## config.mk

```make
export PLATFORM = sky130hd
export DESIGN_NAME = olid_cell
export DESIGN_NICKNAME = d
export VERILOG_FILES = /design/src/design/olid_pkg.sv /design/src/design/olid_cell.sv
export SDC_FILE = /design/constraint.sdc
export NUM_CORES = 1
export LEC_CHECK = 0
export BUFFER_PORTS_ARGS = -buffer_cell sky130_fd_sc_hd__buf_2
export CAP_MARGIN = 15
export CORE_UTILIZATION = 30
export CTS_CLUSTER_SIZE = 20
export DETAILED_ROUTE_END_ITERATION = 10
export PLACE_DENSITY = 0.58
export SLEW_MARGIN = 20
export SYNTH_ARGS = -nofsm -noshare
export SYNTH_HDL_FRONTEND = slang
export SYNTH_SLANG_ARGS = --single-unit
```

## constraint.sdc

```tcl
create_clock -name i_clk -period 5.09 [get_ports i_clk]
set_input_delay 0.2545 -clock i_clk [delete_from_list [all_inputs] [get_ports i_clk]]
set_output_delay 0.2545 -clock i_clk [all_outputs]
set_load 0.01 [all_outputs]
```

## src/design/olid_pkg.sv

```systemverilog
// ----------------------------------------------------------------------------
// olid_pkg
// shared constants, types and helpers of the ordered key list
// ----------------------------------------------------------------------------
package olid_pkg;

    // list geometry
    localparam int DEPTH  = 128;
    localparam int KEY_W  = 32;
    localparam int IDX_W  = $clog2(DEPTH);
    localparam int CNT_W  = $clog2(DEPTH + 1);

    // fixed field widths of the transactions
    localparam int ACT_W  = 2;
    localparam int TKEY_W = 32;
    localparam int POS_W  = 8;
    localparam int STS_W  = 2;
    localparam int ECNT_W = 8;
    localparam int RKEY_W = 32;
    localparam int RIDX_W = 7;

    // common width for position / count compares
    localparam int CMP_A  = (CNT_W > POS_W) ? CNT_W : POS_W;
    localparam int CMP_W  = (CMP_A > ECNT_W) ? CMP_A : ECNT_W;
    // tap width covers a key, the read key field and the index field
    localparam int TAP_A  = (KEY_W > RKEY_W) ? KEY_W : RKEY_W;
    localparam int TAP_B  = (TAP_A > TKEY_W) ? TAP_A : TKEY_W;
    localparam int TAP_W  = (TAP_B > IDX_W) ? TAP_B : IDX_W;

    // reduction tree grouping
    localparam int GRP    = 8;
    localparam int NGRP   = (DEPTH + GRP - 1) / GRP;

    typedef logic [KEY_W-1:0] t_key;
    typedef logic [IDX_W-1:0] t_idx;
    typedef logic [CNT_W-1:0] t_cnt;
    typedef logic [POS_W-1:0] t_pos;
    typedef logic [CMP_W-1:0] t_cmp;
    typedef logic [TAP_W-1:0] t_tap;

    typedef enum logic [ACT_W-1:0] {
        ACT_INS  = 2'd0,
        ACT_DEL  = 2'd1,
        ACT_READ = 2'd2,
        ACT_NOP  = 2'd3
    } t_action;

    typedef enum logic [STS_W-1:0] {
        STS_OK       = 2'd0,
        STS_BADPOS   = 2'd1,
        STS_FULL     = 2'd2,
        STS_NOTFOUND = 2'd3
    } t_status;

    typedef enum logic [2:0] {
        ST_IDLE,
        ST_EVAL,
        ST_DMATCH,
        ST_RED1,
        ST_RED2,
        ST_OUT
    } t_state;

    // broadcast from the controller to every cell
    typedef struct packed {
        logic ins_go;
        logic del_go;
        logic tap_read;
        logic tap_hit;
        t_key key;
        t_pos pos;
        t_cnt count;
    } t_cell_ctl;

    // inclusive prefix or towards higher indices, log-depth
    function automatic logic [DEPTH-1:0] prefix_or(input logic [DEPTH-1:0] v);
        logic [DEPTH-1:0] p;
        p = v;
        for (int s = 1; s < DEPTH; s = s * 2) begin
            p = p | (p << s);
        end
        return p;
    endfunction

endpackage

```

## src/design/olid_cell.sv

```systemverilog
// ----------------------------------------------------------------------------
// olid_cell
// one list slot: holds a key, shifts with its neighbours, matches and taps
// ----------------------------------------------------------------------------
module olid_cell (
    input  logic                  i_clk,
    input  olid_pkg::t_cell_ctl   i_ctl,
    input  olid_pkg::t_idx        i_index,
    input  olid_pkg::t_key        i_left,
    input  olid_pkg::t_key        i_right,
    input  logic                  i_hit_incl,
    input  logic                  i_hit_first,
    output olid_pkg::t_key        o_key,
    output logic                  o_match,
    output olid_pkg::t_tap        o_tap
);

    olid_pkg::t_key r_key, n_key;
    logic           r_match, n_match;
    olid_pkg::t_tap r_tap, n_tap;

    olid_pkg::t_cmp idx_c, pos_c, cnt_c;
    logic           in_list, at_pos, past_pos;

    assign idx_c    = olid_pkg::t_cmp'(i_index);
    assign pos_c    = olid_pkg::t_cmp'(i_ctl.pos);
    assign cnt_c    = olid_pkg::t_cmp'(i_ctl.count);
    assign in_list  = idx_c < cnt_c;
    assign at_pos   = idx_c == pos_c;
    assign past_pos = idx_c > pos_c;

    always_comb begin
        n_key = r_key;
        if (i_ctl.ins_go) begin
            if (past_pos) begin
                n_key = i_left;
            end else if (at_pos) begin
                n_key = i_ctl.key;
            end
        end else if (i_ctl.del_go && i_hit_incl) begin
            n_key = i_right;
        end
    end

    assign n_match = in_list && (r_key == i_ctl.key);

    always_comb begin
        n_tap = '0;
        if (i_ctl.tap_read && at_pos) begin
            n_tap = olid_pkg::t_tap'(r_key);
        end else if (i_ctl.tap_hit && i_hit_first) begin
            n_tap = olid_pkg::t_tap'(i_index);
        end
    end

    always_ff @(posedge i_clk) begin
        r_key   <= n_key;
        r_match <= n_match;
        r_tap   <= n_tap;
    end

    assign o_key   = r_key;
    assign o_match = r_match;
    assign o_tap   = r_tap;

endmodule

```

Yosys cells after proc, flatten, opt, wreduce, memory -nomap -nowiden
Index checks and enable logic that the tools add are counted.
{"block": "classes", "n_lt_le_gt_ge": 2, "n_eq_ne": 3, "muxes": 6, "n_reduce_logical": 6}
{"operator": "2-to-1 mux 32 bit", "count": 5}
{"operator": "== test 32 bit", "count": 1}
{"operator": "== test 7 x 8 -> 1 bit", "count": 1}
{"operator": "> comparator 7 x 8 -> 1 bit", "count": 1}
{"operator": "< comparator 7 x 8 -> 1 bit", "count": 1}
{"operator": "2-to-1 mux 7 bit", "count": 1}
{"operator": "logical AND 1 bit", "count": 4}
{"operator": "!= test 3 x 1 -> 1 bit (second input constant)", "count": 1}
{"operator": "AND reduction 2 bit", "count": 1}
{"operator": "nonzero test 2 bit", "count": 1}
{"block": "word_totals", "output_inout_bits": 65, "reg_bits": 65, "elab_cells": 20}

Logic depth before layout (Yosys ltp)
Gate-level depths: netlist (run 1).
{"block": "logic_depth", "depth_word": 4, "mapped_depth": 9, "depth_no_buf": 7}

Worst setup path before layout (run 1)
No wires, ideal clock.
{"block": "synth_path", "path_type": "in2reg", "startpoint": "in i_ctl[51] (netlist name)", "endpoint": "reg r_key[0], in the netlist o_key[0] (enable)", "required_ns": 4.624, "arrival_ns": 2.962, "stages": 3, "setup_ns": 0.466, "path_buffers": 2, "path_slack_ns": 1.662, "path_cell_list": "clkbuf_1 clkbuf_1 o21ai_0"}
{"block": "synth_between", "elab_chain_cells": 2}
{"item": "from (decl)", "line_no": "olid_cell.sv:7", "text": "input olid_pkg::t_cell_ctl i_ctl,"}
{"item": "!= test 3 x 1 -> 1 bit (no source line) or nonzero test 2 bit (tied branches)"}
{"item": "AND reduction 2 bit (no source line) (*)"}
{"item": "to (signal assigned)", "line_no": "olid_cell.sv:57", "text": "r_key <= n_key;"}
{"item": "to (decl)", "line_no": "olid_cell.sv:18", "text": "olid_pkg::t_key r_key, n_key;"}
Every way passes the cells marked *; elsewhere a longest branch is shown, timed or not.
A chain may end at the register's enable or synchronous reset.

Final worst setup path (run 1)
{"block": "layout_path", "startpoint": "in i_index[1]", "endpoint": "reg r_key[0], in the netlist o_key[0], data pin"}
{"block": "layout_between", "elab_chain_cells": 3}
{"item": "from (decl)", "line_no": "olid_cell.sv:8", "text": "input olid_pkg::t_idx i_index,"}
{"item": "> comparator 7 x 8 -> 1 bit", "line_no": "olid_cell.sv:30", "text": "assign past_pos = idx_c > pos_c;"}
{"item": "2-to-1 mux 32 bit", "line_no": "olid_cell.sv:35", "text": "if (past_pos) begin"}
{"item": "2-to-1 mux 32 bit", "line_no": "olid_cell.sv:34", "text": "if (i_ctl.ins_go) begin"}
{"item": "named net n_key[0]", "line_no": "olid_cell.sv:18"}
The timed path passes the listed nets, and every way through them passes these cells.

==> impl_metrics.toml, run 1 <==
[worst_hold_path]
hp-class = "in -> reg"
hold_depth = 3

[detailed_routing]
vias_per_cell = 4.72
route.detailed.wl_per_inst_um = 15.8
drc = 0
wirelength_um = 10900
firstDrtPassIters = 4
vias = 3249
drtIter0Drc = 129
ant_nets = 0

[clocking]
cts_tree = "yes"
clock_latency_ns = 0.33
clock-sinks = 65
postCtsHoldBufs = 0
numCtsBuffers = 9
cts_setup_buffers = 0
cts-resized-gates = 0
htree_levels = 3
max-clock-path-buffers = 2
cts_root_buf = "clkbuf_16"
path_clk_slew_ns = 0.05

[die]
ios = 191
fp-row-count = 39
die_area_um2 = 12300
die_y_um = 111
start_util_pct = 31.0
core_um2 = 11500
die_w_um = 111

[run]
maxCapViolations = 0

[setup_path]
crit_slowest_cell = "a211o_2"
start_kind = "primary input"
worst-setup-path-type = "in -> reg"
crit_chain = "buf_2, ha_1, nor2b_2, o211ai_1, a211o_2, a21bo_1, a31oi_1"
end_kind = "register"
r2r.worst_path.cells = 5
cp.arrival_ns = 2.28
required_ns = 5.14
crit_fanout = 64
max_stage_delay_ns = 0.90

[sta]
rsz0062_at_grt = "no"
period_share_pct = 43.8
skew_ns = 0.00492
relSlewSlack_pct = 25.4
setup_violations = 0
drv_slew = 0
worst_slew_pin_slew_ns = 1.12
hold-worst-slack_ns = 0.193
fin_ws_ns = 2.86
fin_tns_setup_ns = 0
finalHoldViolCount = 0
fmax_mhz = 448
period_needed_ns = 2.23

[placement]
hpwlAfterDp_um = 8320
placed_cell_area_um2 = 4590
portBuffers = 190
place_worst_setup_slack_ns = 2.50
dp.cells = 672
gp_congestion = 0.793

[final_layout]
nNetsFinal = 680
final_area_um2 = 4900
final_layout_size_suffix_gt1_share_pct = 39.0
syn2layout_area_growth_pct = 37.9
final_common_cell = "buf_2"
instances_no_fill = 689
antenna_cells = 0
fin_util_pct = 42.7
mostFrequentLayoutCells = "buf_2, nand3_1, nor2_1, a31oi_1, dfxtp_1"

[logic_synthesis]
synth_fa_ha_area_share_pct = 4.58
synth-edff-count = 32
synth_area_per_cell_um2 = 9.86
synth_top_family_by_area = "compound AO/OA/AOI/OAI gates"
syn_nets = 499
synth-compound-area-share_pct = 18.4
async_flop_share_pct = 0
synth.area.mux_share_pct = 0
yosysWarnings = 0
synth_seq_area_share_pct = 45.7
netlist_instances = 360
synthesis.area_um2 = 3550
synth-simple-area-share_pct = 18.2
synth_xor_xnor_area_share_pct = 7.65
synth_flop_cell = "dfxtp_1"
synth_cell_types = 31
synth-seq-cells = 65

[pwr]
p_total_mw = 1.48
peakVddDrop_mv = 0.152
leakage_nw = 2.36
power_density_nw_per_um2 = 302

[global_route]
grt_usage_pct = 18.1
grt_pass1_vias = 3232
grt_first_pass_wirelength_um = 16900
grt_max_degree = 67
grt.overflow.total = 0
antenna_found_initial = 0

[outcome]
status = "finished clean"
## cells in the mapped netlist, types with 2 or more instances
library cell	instances	area share (%)
and2_1	26	4.6
buf_2	11	1.6
ha_1	13	4.6
a21oi_1	3	0.42
o21ai_0	3	0.42
clkbuf_1	9	0.95
a31oi_1	33	5.8
dfxtp_1	33	19
inv_1	16	1.7
nor4_1	8	1.4
nor2_1	36	3.8
o21ai_1	7	0.99
nand4_1	2	0.35
xor2_1	31	7.6
a211oi_1	2	0.42
edfxtp_1	32	27
nand3_1	40	5.6
nand2_1	8	0.85
buf_6	4	1.3
a21bo_1	32	9.0
## cells by family after synthesis
group                    Yosys count
AO/OA/AOI/OAI                     86
buffers and inverters             40
AND/OR/NAND/NOR                  125
flip-flops                        65
adder cells (fa/ha/maj)           13
XOR/XNOR                          31
## worst max-delay path, delay by kind of cell
family	cells	cell delay (ns)
adder cells (fa/ha/maj)	1	0.29
AO/OA/AOI/OAI	4	1.40
buffers and inverters	1	0.12
AND/OR/NAND/NOR	1	0.15
## final cells by class
class | count | area, µm²
clock buffer | 12 | 236
clock inverter | 4 | 45.0
fill | 1179 | 6570
inverter | 16 | 60.1
multi-input combinational | 255 | 1760
sequential | 65 | 1620
tap | 143 | 179
timing repair buffer | 194 | 1000
## flip-flops by register name, summed over array words and instances, names as in the netlist
name / flops
o_key: 32
o_match: 1
o_tap: 32
## layer usage
layer	global-route usage [%]	wire length, µm	up-vias
met1	22.5	4800	1459
li1	-	-	1649
met3	5.08	762	9
met2	30.2	5200	132
met5	0	0	-
met4	5.69	127	0
## final timing paths
check / start / endpoint / slack, ns
worst min register to register: o_key[28] / o_tap[28] / 0.53
worst max-delay path: i_index[1] / o_key[0] / 2.86
worst max register to register: o_key[19] / o_match / 3.25
worst min-delay path: i_index[0] / o_tap[0] / 0.19
## power by group
| group | total, mW | internal (mW) | switching (mW) |
|---|---|---|---|
| clock network | 0.600 | 0.377 | 0.224 |
| logic | 0.262 | 0.121 | 0.141 |
| registers | 0.618 | 0.591 | 0.0273 |
Note: power is estimated with default switching activity, not from simulation.
==> run 2, diff against run 1 <==
--- a/config.mk
+++ b/config.mk
@@ -5,12 +5,13 @@
 export SDC_FILE = /design/constraint.sdc
 export NUM_CORES = 1
 export LEC_CHECK = 0
+export ABC_AREA = 1
 export BUFFER_PORTS_ARGS = -buffer_cell sky130_fd_sc_hd__buf_2
 export CAP_MARGIN = 15
 export CORE_UTILIZATION = 30
 export CTS_CLUSTER_SIZE = 20
 export DETAILED_ROUTE_END_ITERATION = 10
-export PLACE_DENSITY = 0.58
+export PLACE_DENSITY = 0.6
 export SLEW_MARGIN = 20
 export SYNTH_ARGS = -nofsm -noshare
 export SYNTH_HDL_FRONTEND = slang
==> constraint.sdc (replaced) <==
create_clock -name i_clk -period 1.9 [get_ports i_clk]
set_input_delay 0.095 -clock i_clk [delete_from_list [all_inputs] [get_ports i_clk]]
set_output_delay 0.095 -clock i_clk [all_outputs]
set_load 0.01 [all_outputs]
==> impl_metrics.toml, run 2 <==
[setup_path]
start_kind = "primary input"
reg2reg_from = "o_key[21]"
reg2reg_to = "o_match"
crit_fanout = 9
critPathMostFrequentCell = "buf_4"
crit_slowest_cell = "ha_4"
crit_chain = "buf_2, inv_8, ha_4, inv_2, nor3_2, nand2_1, buf_4, a31oi_4, buf_4"
ff2ff_setup_slack_ns = 0.59
worst-setup-path-type = "in -> reg"
required_ns = 1.94
startpoint = "i_ctl[14]"
end_kind = "register"
worstSetupEndpoint = "o_key[21]"
cp.arrival_ns = 1.51
r2r.worst_path.cells = 7
max_stage_delay_ns = 0.25

[logic_synthesis]
yosys.area.top_type_share_pct = 25.7
synth-simple-area-share_pct = 31.6
syn_nets = 673
netlist_instances = 534
synth-seq-cells = 65
synth_area_per_cell_um2 = 6.99
synth_flop_cell = "dfxtp_1"
yosys.cell_count.top_type = "nand2_1"
synth_xor_xnor_area_share_pct = 1.64
async_flop_share_pct = 0
synth_cell_types = 22
synth-edff-count = 32
synth_fa_ha_area_share_pct = 4.36
synth_seq_area_share_pct = 43.4
synth_top_area_cell = "edfxtp_1"
synth_top_family_by_area = "simple AND/OR/NAND/NOR gates"
synthesis.area_um2 = 3730
yosysWarnings = 0
synth.area.mux_share_pct = 0
synthTopCellsByCount = "nand2_1, inv_1, nand3_1, nor2_1, dfxtp_1"
synth-compound-area-share_pct = 3.62
ys_top_cells_by_area = "edfxtp_1, dfxtp_1, nand2_1, inv_1, nand3_1"

[sta]
period_share_pct = 77.2
period_needed_ns = 1.47
drv_slew = 0
fin_ws_ns = 0.434
rsz0062_at_grt = "no"
fmax_mhz = 682
skew_ns = 0.00474
finalHoldViolCount = 0
worst_slew_pin_slew_ns = 0.405
setup_violations = 0
relSlewSlack_pct = 73.0

[clocking]
max-clock-path-buffers = 2
clock_latency_ns = 0.34
cts_setup_buffers = 0
cts_root_buf = "clkbuf_16"
clock-sinks = 65
path_clk_slew_ns = 0.06
cts-resized-gates = 0
htree_levels = 3
cts_tree = "yes"
numCtsBuffers = 9

[final_layout]
fillers = 1272
mostFrequentLayoutCells = "buf_2, nand2_1, inv_1, nand3_1, nor2_1"
antenna_cells = 0
syn2layout_area_growth_pct = 42.0
layout.area.seq_um2 = 1620
final_layout_size_suffix_gt1_share_pct = 31.2
final_area_um2 = 5300
final_common_cell = "buf_2"
multiInputGateArea_um2 = 1580
nNetsFinal = 869

[pwr]
power_density_nw_per_um2 = 842
peakVddDrop_mv = 0.423
leakage_nw = 3.09

[die]
core_um2 = 12100
start_util_pct = 31.0
die_y_um = 114
fp-row-count = 40
die_w_um = 114
ios = 191
die_area_um2 = 12900

[outcome]
status = "finished clean"

[detailed_routing]
drc = 0
vias = 4046
firstDrtPassIters = 5
ant_nets = 0
wirelength_um = 11900
vias_per_cell = 4.48
route.detailed.wl_per_inst_um = 13.2
drtIter0Drc = 190

[placement]
gp_congestion = 0.885
place_worst_setup_slack_ns = 0.0638
hpwlAfterDp_um = 9450
placed_cell_area_um2 = 4950
portBuffers = 190

[global_route]
antenna_found_initial = 0
grt_usage_pct = 18.9
grt_max_degree = 25
grt.overflow.total = 0
grt_pass1_vias = 3908
grt_first_pass_wirelength_um = 18500

[worst_hold_path]
hp-class = "in -> reg"

[run]
maxCapViolations = 0
[run 2: changes by cell type in the layout (fill, tap and decap cells not counted), moves of 26 or more]
cell | previous run | this run
a21bo_1 | 32 | 0
xor2_1 | 31 | 5
and2_1 | 26 | 0
a31oi_1 | 33 | 0
nand3_1 | 40 | 73
inv_1 | 16 | 121
nand2_1 | 8 | 154
[run 2: metrics by stage]
step	TNS (ns)	total power, mW	cells	utilization (%)	hold slack, ns
2_1_floorplan	-5.19	2.17	534	-	0.234
3_3_place_gp	0	2.55	886	41.0	0.349
3_5_place_dp	0	2.57	886	41.0	0.359
4_1_cts	0	4.52	903	44.0	0.0111
5_1_grt	0	4.68	903	44.0	0.0230
6_report	0	4.46	903	44.0	0.0265
[run 2: metal layers]
metal / up-vias / wire length (µm) / track usage [%]
met1: 1822 / 5100 / 22.5
met4: 0 / 205 / 6.49
met5: - / 0 / 0
li1: 2031 / - / -
met3: 18 / 882 / 5.74
met2: 175 / 5740 / 32.3
[run 2: logic make-up after synthesis]
| kind of cell | Yosys count |
|---|---|
| AO/OA/AOI/OAI | 25 |
| XOR/XNOR | 7 |
| adder cells (fa/ha/maj) | 13 |
| buffers and inverters | 144 |
| flip-flops | 65 |
| AND/OR/NAND/NOR | 280 |
[run 2: final cells by class]
class	instances	area share (%)
Sequential cell	65	30.6
Clock buffer	9	4.25
Multi-Input combinational cell	325	29.7
Clock inverter	7	2.22
Inverter	124	8.92
Tap cell	168	3.96
Timing Repair Buffer	205	20.3
[run 2: worst min-delay path by stage]
stage / end / slack, ns / cells past startpoint / startpoint
6_report: o_key[1] / 0.03 / 3 / i_right[1]
5_1_grt: o_key[3] / 0.02 / 3 / i_right[3]
4_1_cts: o_key[3] / 0.01 / 3 / i_right[3]
3_5_place_dp: o_tap[0] / 0.36 / 3 / i_index[0]
3_3_place_gp: o_tap[0] / 0.35 / 3 / i_index[0]
2_1_floorplan: o_tap[0] / 0.23 / 2 / i_index[0]
[run 2: worst max-delay path: cells and delay by family]
kind	cells	cell delay, ns
buffers and inverters	5	0.59
and+or+nand+nor	2	0.41
adders and majority gates	1	0.25
AOI/OAI and AO/OA	1	0.16
[run 2: repair_timing]
action                                  in CTS  in global routing
hold buffers                                 1                  0
endpoints found under the hold margin        1                  0
endpoints found under the setup margin       0                  0
[run 2: where the power goes]
group / leakage [nW] / internal [mW] / switching, mW
combinational: 2.35 / 0.353 / 0.494
clock: 0.170 / 1.28 / 0.645
sequential: 0.572 / 1.60 / 0.0842
total: 3.09 / 3.24 / 1.22
