`src/design/olid_pkg.sv`:
```
// ----------------------------------------------------------------------------
// olid_pkg
// shared constants, types and helpers of the ordered key list
// ----------------------------------------------------------------------------
package olid_pkg;

    // list geometry
    localparam int DEPTH  = 128;
    localparam int KEY_W  = 32;
    localparam int IDX_W  = $clog2(DEPTH);
    localparam int CNT_W  = $clog2(DEPTH + 1);

    // fixed field widths of the transactions
    localparam int ACT_W  = 2;
    localparam int TKEY_W = 32;
    localparam int POS_W  = 8;
    localparam int STS_W  = 2;
    localparam int ECNT_W = 8;
    localparam int RKEY_W = 32;
    localparam int RIDX_W = 7;

    // common width for position / count compares
    localparam int CMP_A  = (CNT_W > POS_W) ? CNT_W : POS_W;
    localparam int CMP_W  = (CMP_A > ECNT_W) ? CMP_A : ECNT_W;
    // tap width covers a key, the read key field and the index field
    localparam int TAP_A  = (KEY_W > RKEY_W) ? KEY_W : RKEY_W;
    localparam int TAP_B  = (TAP_A > TKEY_W) ? TAP_A : TKEY_W;
    localparam int TAP_W  = (TAP_B > IDX_W) ? TAP_B : IDX_W;

    // reduction tree grouping
    localparam int GRP    = 8;
    localparam int NGRP   = (DEPTH + GRP - 1) / GRP;

    typedef logic [KEY_W-1:0] t_key;
    typedef logic [IDX_W-1:0] t_idx;
    typedef logic [CNT_W-1:0] t_cnt;
    typedef logic [POS_W-1:0] t_pos;
    typedef logic [CMP_W-1:0] t_cmp;
    typedef logic [TAP_W-1:0] t_tap;

    typedef enum logic [ACT_W-1:0] {
        ACT_INS  = 2'd0,
        ACT_DEL  = 2'd1,
        ACT_READ = 2'd2,
        ACT_NOP  = 2'd3
    } t_action;

    typedef enum logic [STS_W-1:0] {
        STS_OK       = 2'd0,
        STS_BADPOS   = 2'd1,
        STS_FULL     = 2'd2,
        STS_NOTFOUND = 2'd3
    } t_status;

    typedef enum logic [2:0] {
        ST_IDLE,
        ST_EVAL,
        ST_DMATCH,
        ST_RED1,
        ST_RED2,
        ST_OUT
    } t_state;

    // broadcast from the controller to every cell
    typedef struct packed {
        logic ins_go;
        logic del_go;
        logic tap_read;
        logic tap_hit;
        t_key key;
        t_pos pos;
        t_cnt count;
    } t_cell_ctl;

    // inclusive prefix or towards higher indices, log-depth
    function automatic logic [DEPTH-1:0] prefix_or(input logic [DEPTH-1:0] v);
        logic [DEPTH-1:0] p;
        p = v;
        for (int s = 1; s < DEPTH; s = s * 2) begin
            p = p | (p << s);
        end
        return p;
    endfunction

endpackage

```
`src/design/olid_if.sv`:
```
// ----------------------------------------------------------------------------
// olid_if
// valid / ready channels carrying list requests and list results
// ----------------------------------------------------------------------------
interface olid_in_if;
    logic                         valid;
    logic                         ready;
    logic [olid_pkg::ACT_W-1:0]   action;
    logic [olid_pkg::TKEY_W-1:0]  title_key;
    logic [olid_pkg::POS_W-1:0]   position;

    modport source (output valid, action, title_key, position, input ready);
    modport sink   (input valid, action, title_key, position, output ready);
endinterface

interface olid_out_if;
    logic                         valid;
    logic                         ready;
    logic [olid_pkg::STS_W-1:0]   status;
    logic [olid_pkg::ECNT_W-1:0]  entry_count;
    logic [olid_pkg::RKEY_W-1:0]  read_key;
    logic [olid_pkg::RIDX_W-1:0]  removed_index;

    modport source (output valid, status, entry_count, read_key, removed_index,
                    input ready);
    modport sink   (input valid, status, entry_count, read_key, removed_index,
                    output ready);
endinterface

```
`src/design/olid_ctrl.sv`:
```
// ----------------------------------------------------------------------------
// olid_ctrl
// sequencer: takes requests, drives the cell row, builds the result
// ----------------------------------------------------------------------------
module olid_ctrl (
    input  logic                 i_clk,
    input  logic                 i_rst_n,
    olid_in_if.sink              i_in,
    olid_out_if.source           o_out,
    input  logic                 i_any_match,
    input  olid_pkg::t_tap       i_sum,
    output olid_pkg::t_cell_ctl  o_cell_ctl
);

    olid_pkg::t_state  r_state, n_state;
    olid_pkg::t_action r_act, n_act;
    olid_pkg::t_key    r_key, n_key;
    olid_pkg::t_pos    r_pos, n_pos;
    olid_pkg::t_cnt    r_count, n_count;
    olid_pkg::t_status r_st, n_st;
    logic [olid_pkg::RKEY_W-1:0] r_res_key, n_res_key;
    logic [olid_pkg::RIDX_W-1:0] r_res_idx, n_res_idx;

    logic                        r_out_valid, n_out_valid;
    olid_pkg::t_status           r_o_status, n_o_status;
    logic [olid_pkg::ECNT_W-1:0] r_o_count, n_o_count;
    logic [olid_pkg::RKEY_W-1:0] r_o_key, n_o_key;
    logic [olid_pkg::RIDX_W-1:0] r_o_idx, n_o_idx;

    logic           in_ready, accept, out_free;
    logic           ins_bad, ins_full, read_ok;
    olid_pkg::t_cmp pos_c, cnt_c;
    olid_pkg::t_tap key_in;

    assign accept   = i_in.valid && in_ready;
    assign out_free = !r_out_valid || o_out.ready;
    assign pos_c    = olid_pkg::t_cmp'(r_pos);
    assign cnt_c    = olid_pkg::t_cmp'(r_count);
    assign ins_bad  = pos_c > cnt_c;
    assign ins_full = cnt_c >= olid_pkg::t_cmp'(olid_pkg::DEPTH);
    assign read_ok  = pos_c < cnt_c;
    assign key_in   = olid_pkg::t_tap'(i_in.title_key);

    // next state
    always_comb begin
        n_state = r_state;
        case (r_state)
            olid_pkg::ST_IDLE: begin
                if (accept) begin
                    n_state = olid_pkg::ST_EVAL;
                end
            end
            olid_pkg::ST_EVAL: begin
                case (r_act)
                    olid_pkg::ACT_DEL:  n_state = olid_pkg::ST_DMATCH;
                    olid_pkg::ACT_READ: n_state = read_ok ? olid_pkg::ST_RED1
                                                          : olid_pkg::ST_OUT;
                    default:            n_state = olid_pkg::ST_OUT;
                endcase
            end
            olid_pkg::ST_DMATCH: begin
                n_state = i_any_match ? olid_pkg::ST_RED1 : olid_pkg::ST_OUT;
            end
            olid_pkg::ST_RED1: n_state = olid_pkg::ST_RED2;
            olid_pkg::ST_RED2: n_state = olid_pkg::ST_OUT;
            olid_pkg::ST_OUT: begin
                if (out_free) begin
                    n_state = olid_pkg::ST_IDLE;
                end
            end
            default: n_state = olid_pkg::ST_IDLE;
        endcase
    end

    // outputs and datapath updates
    always_comb begin
        olid_pkg::t_cmp cnt_ext;
        in_ready   = 1'b0;
        o_cell_ctl = '{ins_go: 1'b0, del_go: 1'b0, tap_read: 1'b0, tap_hit: 1'b0,
                       key: r_key, pos: r_pos, count: r_count};
        n_act      = r_act;
        n_key      = r_key;
        n_pos      = r_pos;
        n_count    = r_count;
        n_st       = r_st;
        n_res_key  = r_res_key;
        n_res_idx  = r_res_idx;
        n_out_valid = r_out_valid && !o_out.ready;
        n_o_status = r_o_status;
        n_o_count  = r_o_count;
        n_o_key    = r_o_key;
        n_o_idx    = r_o_idx;
        cnt_ext    = olid_pkg::t_cmp'(r_count);
        case (r_state)
            olid_pkg::ST_IDLE: begin
                in_ready = 1'b1;
                if (accept) begin
                    n_act     = olid_pkg::t_action'(i_in.action);
                    n_key     = key_in[olid_pkg::KEY_W-1:0];
                    n_pos     = i_in.position;
                    n_st      = olid_pkg::STS_OK;
                    n_res_key = '0;
                    n_res_idx = '0;
                end
            end
            olid_pkg::ST_EVAL: begin
                case (r_act)
                    olid_pkg::ACT_INS: begin
                        if (ins_bad) begin
                            n_st = olid_pkg::STS_BADPOS;
                        end else if (ins_full) begin
                            n_st = olid_pkg::STS_FULL;
                        end else begin
                            o_cell_ctl.ins_go = 1'b1;
                            n_count = r_count + olid_pkg::t_cnt'(1);
                        end
                    end
                    olid_pkg::ACT_READ: begin
                        if (read_ok) begin
                            o_cell_ctl.tap_read = 1'b1;
                        end else begin
                            n_st = olid_pkg::STS_BADPOS;
                        end
                    end
                    default: begin
                    end
                endcase
            end
            olid_pkg::ST_DMATCH: begin
                if (i_any_match) begin
                    o_cell_ctl.del_go  = 1'b1;
                    o_cell_ctl.tap_hit = 1'b1;
                    n_count = r_count - olid_pkg::t_cnt'(1);
                end else begin
                    n_st = olid_pkg::STS_NOTFOUND;
                end
            end
            olid_pkg::ST_RED2: begin
                if (r_act == olid_pkg::ACT_READ) begin
                    n_res_key = i_sum[olid_pkg::RKEY_W-1:0];
                end else begin
                    n_res_idx = i_sum[olid_pkg::RIDX_W-1:0];
                end
            end
            olid_pkg::ST_OUT: begin
                if (out_free) begin
                    n_out_valid = 1'b1;
                    n_o_status  = r_st;
                    n_o_count   = cnt_ext[olid_pkg::ECNT_W-1:0];
                    n_o_key     = r_res_key;
                    n_o_idx     = r_res_idx;
                end
            end
            default: begin
            end
        endcase
    end

    always_ff @(posedge i_clk) begin
        if (!i_rst_n) begin
            r_state     <= olid_pkg::ST_IDLE;
            r_count     <= '0;
            r_out_valid <= 1'b0;
        end else begin
            r_state     <= n_state;
            r_count     <= n_count;
            r_out_valid <= n_out_valid;
        end
    end

    always_ff @(posedge i_clk) begin
        r_act      <= n_act;
        r_key      <= n_key;
        r_pos      <= n_pos;
        r_st       <= n_st;
        r_res_key  <= n_res_key;
        r_res_idx  <= n_res_idx;
        r_o_status <= n_o_status;
        r_o_count  <= n_o_count;
        r_o_key    <= n_o_key;
        r_o_idx    <= n_o_idx;
    end

    assign i_in.ready          = in_ready;
    assign o_out.valid         = r_out_valid;
    assign o_out.status        = r_o_status;
    assign o_out.entry_count   = r_o_count;
    assign o_out.read_key      = r_o_key;
    assign o_out.removed_index = r_o_idx;

    // count stays within the list depth
    a_count_bound: assert property (@(posedge i_clk) disable iff (!i_rst_n)
        olid_pkg::t_cmp'(r_count) <= olid_pkg::t_cmp'(olid_pkg::DEPTH))
        else $error("entry count beyond depth");

    // a successful insert grows the list by exactly one
    a_ins_count: assert property (@(posedge i_clk) disable iff (!i_rst_n)
        o_cell_ctl.ins_go |=> r_count == $past(r_count) + olid_pkg::t_cnt'(1))
        else $error("insert did not grow the count");

    // a delete shift only follows a real match and shrinks the list by one
    a_del_count: assert property (@(posedge i_clk) disable iff (!i_rst_n)
        o_cell_ctl.del_go |-> i_any_match && r_state == olid_pkg::ST_DMATCH
        ##1 r_count == $past(r_count) - olid_pkg::t_cnt'(1))
        else $error("delete shift without match or count slip");

    // a finished result lands in the output register and the sequencer frees up
    a_out_load: assert property (@(posedge i_clk) disable iff (!i_rst_n)
        (r_state == olid_pkg::ST_OUT && out_free)
        |=> r_out_valid && r_state == olid_pkg::ST_IDLE)
        else $error("result not loaded");

endmodule

```
`src/flat_wrapper.sv`:
```
// flat-port wrapper written by rule: the top's interface ports become plain ports
module olid_ctrl_flat 
  (i_clk, i_rst_n, i_any_match, i_sum, o_cell_ctl, i_in_valid, i_in_action, i_in_title_key, i_in_position, i_in_ready, o_out_valid, o_out_status, o_out_entry_count, o_out_read_key, o_out_removed_index, o_out_ready);
  olid_in_if i_in_i ();
  olid_out_if o_out_i ();
  input  logic i_clk;
  input  logic i_rst_n;
  input  logic i_any_match;
  input  olid_pkg::t_tap i_sum;
  output olid_pkg::t_cell_ctl o_cell_ctl;
  input wire logic [$bits(i_in_i.valid)-1:0] i_in_valid;
  input wire logic [$bits(i_in_i.action)-1:0] i_in_action;
  input wire logic [$bits(i_in_i.title_key)-1:0] i_in_title_key;
  input wire logic [$bits(i_in_i.position)-1:0] i_in_position;
  output wire logic [$bits(i_in_i.ready)-1:0] i_in_ready;
  output wire logic [$bits(o_out_i.valid)-1:0] o_out_valid;
  output wire logic [$bits(o_out_i.status)-1:0] o_out_status;
  output wire logic [$bits(o_out_i.entry_count)-1:0] o_out_entry_count;
  output wire logic [$bits(o_out_i.read_key)-1:0] o_out_read_key;
  output wire logic [$bits(o_out_i.removed_index)-1:0] o_out_removed_index;
  input wire logic [$bits(o_out_i.ready)-1:0] o_out_ready;
  assign i_in_i.valid = i_in_valid;
  assign i_in_i.action = i_in_action;
  assign i_in_i.title_key = i_in_title_key;
  assign i_in_i.position = i_in_position;
  assign i_in_ready = i_in_i.ready;
  assign o_out_valid = o_out_i.valid;
  assign o_out_status = o_out_i.status;
  assign o_out_entry_count = o_out_i.entry_count;
  assign o_out_read_key = o_out_i.read_key;
  assign o_out_removed_index = o_out_i.removed_index;
  assign o_out_i.ready = o_out_ready;
  olid_ctrl u_core (.i_clk(i_clk), .i_rst_n(i_rst_n), .i_in(i_in_i), .o_out(o_out_i), .i_any_match(i_any_match), .i_sum(i_sum), .o_cell_ctl(o_cell_ctl));
endmodule
```
`config.mk`:
```
export PLATFORM = sky130hd
export DESIGN_NAME = olid_ctrl_flat
export DESIGN_NICKNAME = d
export VERILOG_FILES = /design/src/design/olid_pkg.sv /design/src/design/olid_if.sv /design/src/design/olid_ctrl.sv /design/src/flat_wrapper.sv
export SDC_FILE = /design/constraint.sdc
export NUM_CORES = 1
export LEC_CHECK = 0
export BUFFER_PORTS_ARGS = -buffer_cell sky130_fd_sc_hd__buf_2
export CAP_MARGIN = 20
export CORE_ASPECT_RATIO = 1.75
export CORE_UTILIZATION = 35
export CTS_CLUSTER_DIAMETER = 120
export DETAILED_ROUTE_END_ITERATION = 8
export PLACE_DENSITY = 0.59
export SYNTH_ARGS = -nofsm -noshare
export SYNTH_HDL_FRONTEND = slang
export SYNTH_SLANG_ARGS = --single-unit
```
`constraint.sdc`:
```
create_clock -name i_clk -period 6.6 [get_ports i_clk]
set_clock_uncertainty 0.1 [all_clocks]
set_input_delay 0.66 -clock i_clk [delete_from_list [all_inputs] [get_ports i_clk]]
set_output_delay 0.66 -clock i_clk [all_outputs]
set_load 0.01 [all_outputs]
```
Word level (Yosys, flattened, before mapping)
Cells that the tools add are included.
{"block": "op_classes", "addsub": 2, "mul": 0, "div": 0, "n_lt_le_gt_ge": 3, "n_eq_ne": 19, "n_shift": 0, "n_mux": 36, "bitwise": 0, "reduce_logical": 17}
{"cell": "two-way mux 32 bit", "n": 2}
{"cell": "case mux 32 bit (2 select lines)", "n": 1}
{"cell": "two-way mux 8 bit", "n": 4}
{"cell": "case mux 3 bit (6 select lines)", "n": 1}
{"cell": "case mux 8 bit (2 select lines)", "n": 1}
{"cell": "two-way mux 7 bit", "n": 2}
{"cell": "case mux 7 bit (2 select lines)", "n": 1}
{"cell": "two-way mux 1 bit", "n": 12}
{"cell": "two-way mux 3 bit", "n": 4}
{"cell": "!= test 2 bit, second input constant", "n": 6}
{"cell": "two-way mux 2 bit", "n": 5}
{"cell": "adder 8 x 1 -> 8 bit, second input constant", "n": 1}
{"cell": ">= comparator 8 bit, second input constant", "n": 1}
{"cell": "> comparator 8 bit", "n": 1}
{"cell": "less-than comparator 8 bit", "n": 1}
{"cell": "subtractor 8 x 1 -> 8 bit, second input constant", "n": 1}
{"cell": "== test 3 x 2 -> 1 bit, second input constant", "n": 2}
{"cell": "== test 3 bit, second input constant", "n": 2}
{"cell": "!= test 2 x 1 -> 1 bit, second input constant", "n": 3}
{"cell": "case mux 2 bit (3 select lines)", "n": 1}
{"cell": "case mux 3 bit (2 select lines)", "n": 1}
{"cell": "AND reduction 2 bit", "n": 3}
{"cell": "AND reduction 3 bit", "n": 2}
{"cell": "AND reduction 6 bit", "n": 1}
{"cell": "other kinds (15)", "n": 18}
{"block": "totals", "reg_bits": 144, "latchBits": 0, "mem_bits_rw": 0, "rom_bits": 0, "input_bits": 79, "out_inout_bits": 103, "memories": 0}

Logic depth before layout (Yosys ltp)
{"block": "depth", "ltp_word": 5, "mapped_depth": 11}

Worst setup path after synthesis
OpenSTA, ideal clock, no wires.
{"block": "synth_path", "kind": "input-to-reg", "from": "input o_out_ready", "to": "register u_core.r_o_count (netlist bit u_core.o_out.entry_count[0]), enable pin", "arrival_ps": 2993, "slack_ps": 3046, "path_stages": 2, "n_path_buf": 0, "cell_sequence": "nand2b_1 -> nor2b_1"}
{"block": "synth_via", "elab_chain_len": 2}
{"element": "from (decl)", "line": "flat_wrapper.sv:21", "text": "input wire logic [$bits(o_out_i.ready)-1:0] o_out_ready;"}
{"element": "logical OR 1 bit", "line": "olid_ctrl.sv:36", "text": "assign out_free = !r_out_valid || o_out.ready;"}
{"element": "AND reduction 2 bit (no line)"}
{"element": "to (signal assigned)", "line": "olid_ctrl.sv:179", "text": "r_o_count <= n_o_count;"}
{"element": "to (decl)", "line": "olid_ctrl.sv:26", "text": "logic [olid_pkg::ECNT_W-1:0] r_o_count, n_o_count;"}
Every way passes these cells.
A chain may end at the register's enable or synchronous reset.

==> flow_summary_export.csv <==
group,metric,value,unit
setup_path,reg2regPathDepth,10,
setup_path,crit_fanout,10,
route,first_pass_iters,4,
synth,synthCells,322,
power,power,2.25,mW
synth,ys_warn_count,0,
synth,synth_commonest_cells,"edfxtp_1, and2_1, inv_1",
synth,ys.flop_type,"edfxtp_1",
global_route,grt_max_degree,50,
job,max-cap-violations,0,
sta,whs,315,ps
cts,cts_sinks,144,
sta,min_period_over_period,46.8,%
floorplan,die_area,15900,µm²
power,p_leak,2.90,nW
worst_hold_path,hold_path_startpoint,"u_core.r_res_key[16]",
sta,tns,0,ps
setup_path,worstSetupPathType,"reg -> out",
setup_path,slowest_stage,"dfxtp_1",
final_layout,drive_gt1_share,43.3,%
synth,synth_seq_area_share,78.3,%
cts,cts_resized,0,
floorplan,core_area,14900,µm²
setup_path,start_kind,"register",
route,post-route-drc-count,0,
sta,fmax,324,MHz
sta,setup_viol,0,
setup_path,worstPathCellList,"inv_1 > ha_1 > a21o_1 > a21oi_2 > a21oi_1 > a211o_1 > clkinv_2 > buf_2",
cts,hold_buffers,0,
run_status,status,"complete, no violations",
synth,yosys.cell_types.count,41,
cts,cts-buffers-inserted,17,
cts,htreeDepth,4,
cts,clock_latency,410,ps
cts,path_clk_slew,60,ps
sta,finalMaxSlewViolations,0,
synth,async_reset_ff_share,0,%
setup_path,r2r_slack,3710,ps
setup_path,r2r-end,"u_core.cnt_c[7]",
floorplan,initial_utilization,36.0,%
setup_path,cpPeakStageDelay,390,ps
route,wl_per_cell,15.1,µm
setup_path,r2r-start,"u_core.r_state[1]",
synth,synth.largest_area_cell,"edfxtp_1",
synth,ys_ff_latch,144,
final_layout,num_antenna_cells,0,
power,irDropWorstVdd,0.000168,V
synth,ys_top_cells_by_area,"edfxtp_1, dfxtp_1, ha_1",
synth,syn_area,5370,µm²
placement,gp_congestion,0.792,
global_route,grt_overflow_total,0,
final_layout,fillers,1378,
floorplan,dieWidth,95.6,µm
route,avgViaCountPerCell,4.68,
synth,syn_avg_cell_area,16.7,µm²
sta,rsz0062_at_grt,"false",
route,num_vias,3351,
global_route,antenna_found_initial,1,
global_route,grtUsageTotal,14.4,%
synth,synth_edf_count,132,
placement,numPortBuffers,181,
synth,synth_most_common_cell,"edfxtp_1",
floorplan,die_h,166,µm
sta,post-route-min-period,3090,ps
floorplan,ios,182,
route,wirelength,10.8,mm
placement,place_inst,684,
worst_hold_path,whs_path_depth,0,
final_layout,multi_input_area,1060,µm²
synth,synth_top_area_share,73.8,%
setup_path,cp.arrival,2330,ps
sta,finalHoldViolCount,0,
global_route,grt_pass1_vias,3525,
synth,syn-num-nets,419,
setup_path,endpoint_kind,"primary output",
sta,relSlewSlack,58.7,%
final_layout,syn_to_final_growth,31.7,%
final_layout,fin_nets,617,
setup_path,cp.required,5840,ps
route,drt_iter0_markers,93,
cts,post_cts_buffers,0,
final_layout,finish.utilization,47.4,%
power,p_per_area,318,nW/µm²
floorplan,num_rows,59,
placement,place_hpwl,7.80,mm
cts,cts_tree,"built",
global_route,grt_pass1_wl,17.0,mm
worst_hold_path,hold_path.class,"reg -> reg",
final_layout,stdcell_count,716,
sta,worst_slew_pin_slew,619,ps
route,final_antenna_net_count,0,
cts,clock_path_buffers,2,
cts,cts-root-buf,"clkbuf_16",
worst_hold_path,hold_path_end,"u_core.o_out.read_key[16]",
final_layout,register_area,4200,µm²
cells by family (layout without fill, tap and decap cells):
kind of cell	after synthesis	in the layout	synth area share, %
mux	2	2	0.373
simple gates	73	73	7.76
compound gates	55	55	6.87
fa+ha+maj	18	18	4.33
flops	144	144	78.3
buf+inv	29	240	2.19
xor+xnor	1	1	0.163
worst max-delay path: cells and delay by family (launching register included):
family	cells	cell delay (ps)
flops	1	390
fa+ha+maj	1	320
buf+inv	3	400
compound gates	4	820
registers in the layout, indices dropped and copies added, names as in the netlist:
register	flops
u_core.r_act	2
u_core.cnt_c	8
u_core.o_out.removed_index	7
u_core.o_out.valid	1
u_core.o_out.status	2
u_core.r_key	32
u_core.o_out.entry_count	8
u_core.r_state	3
u_core.r_res_key	32
u_core.o_out.read_key	32
u_core.r_res_idx	7
u_core.r_st	2
u_core.pos_c	8
power breakdown:
group | leakage, nW | internal (mW) | switching [mW]
Clock | 0.259 | 0.490 | 0.391
Sequential | 1.35 | 1.12 | 0.0285
Combinational | 1.30 | 0.0824 | 0.139
through the flow:
stage,instance area [µm²],setup slack [ps]
2_1_floorplan,5370,3050
3_3_place_gp,6520,3840
3_5_place_dp,6520,3740
4_1_cts,7070,3500
5_1_grt,7070,3360
6_report,7070,3510
cell usage in the layout (no fill, tap or decap), drive strengths merged, types with 4 or more instances in the layout:
master and instances:
nand3 9, a21o 5, clkinv 8, ha 17, clkbuf 17, a21oi 15, edfxtp 132, clkinvlp 4
nand2 12, inv 25, o21ai 14, buf 186, nand2b 5, dfxtp 12, and2 32, nor2 4
cell type report:
type                            instances  area share, %
Sequential cell                       144           59.4
Multi-Input combinational cell        149           15.0
Inverter                               22           1.19
Clock inverter                         15           1.80
Tap cell                              183           3.24
Clock buffer                           17           6.01
Timing Repair Buffer                  186           13.3
how the worst max path moves through the flow:
stage	end	depth (start not counted)	from	slack [ps]
after floorplan	u_core.o_out.entry_count[0]	2	o_out_ready	3050
after detailed placement	u_core.cnt_c[7]	10	u_core.r_state[1]	3740
after global routing	o_cell_ctl[51]	8	u_core.cnt_c[1]	3360
after CTS	o_cell_ctl[51]	8	u_core.cnt_c[6]	3500
final	o_cell_ctl[51]	8	u_core.cnt_c[6]	3510
after global placement	u_core.cnt_c[7]	10	u_core.r_state[1]	3840
per-layer routing:
metal	GRT usage [%]	wire, µm
met5	0	13
met4	7.07	236
met3	4.58	628
met2	25.7	5960
met1	14.5	3940
Power figures use the tool's default switching activity.
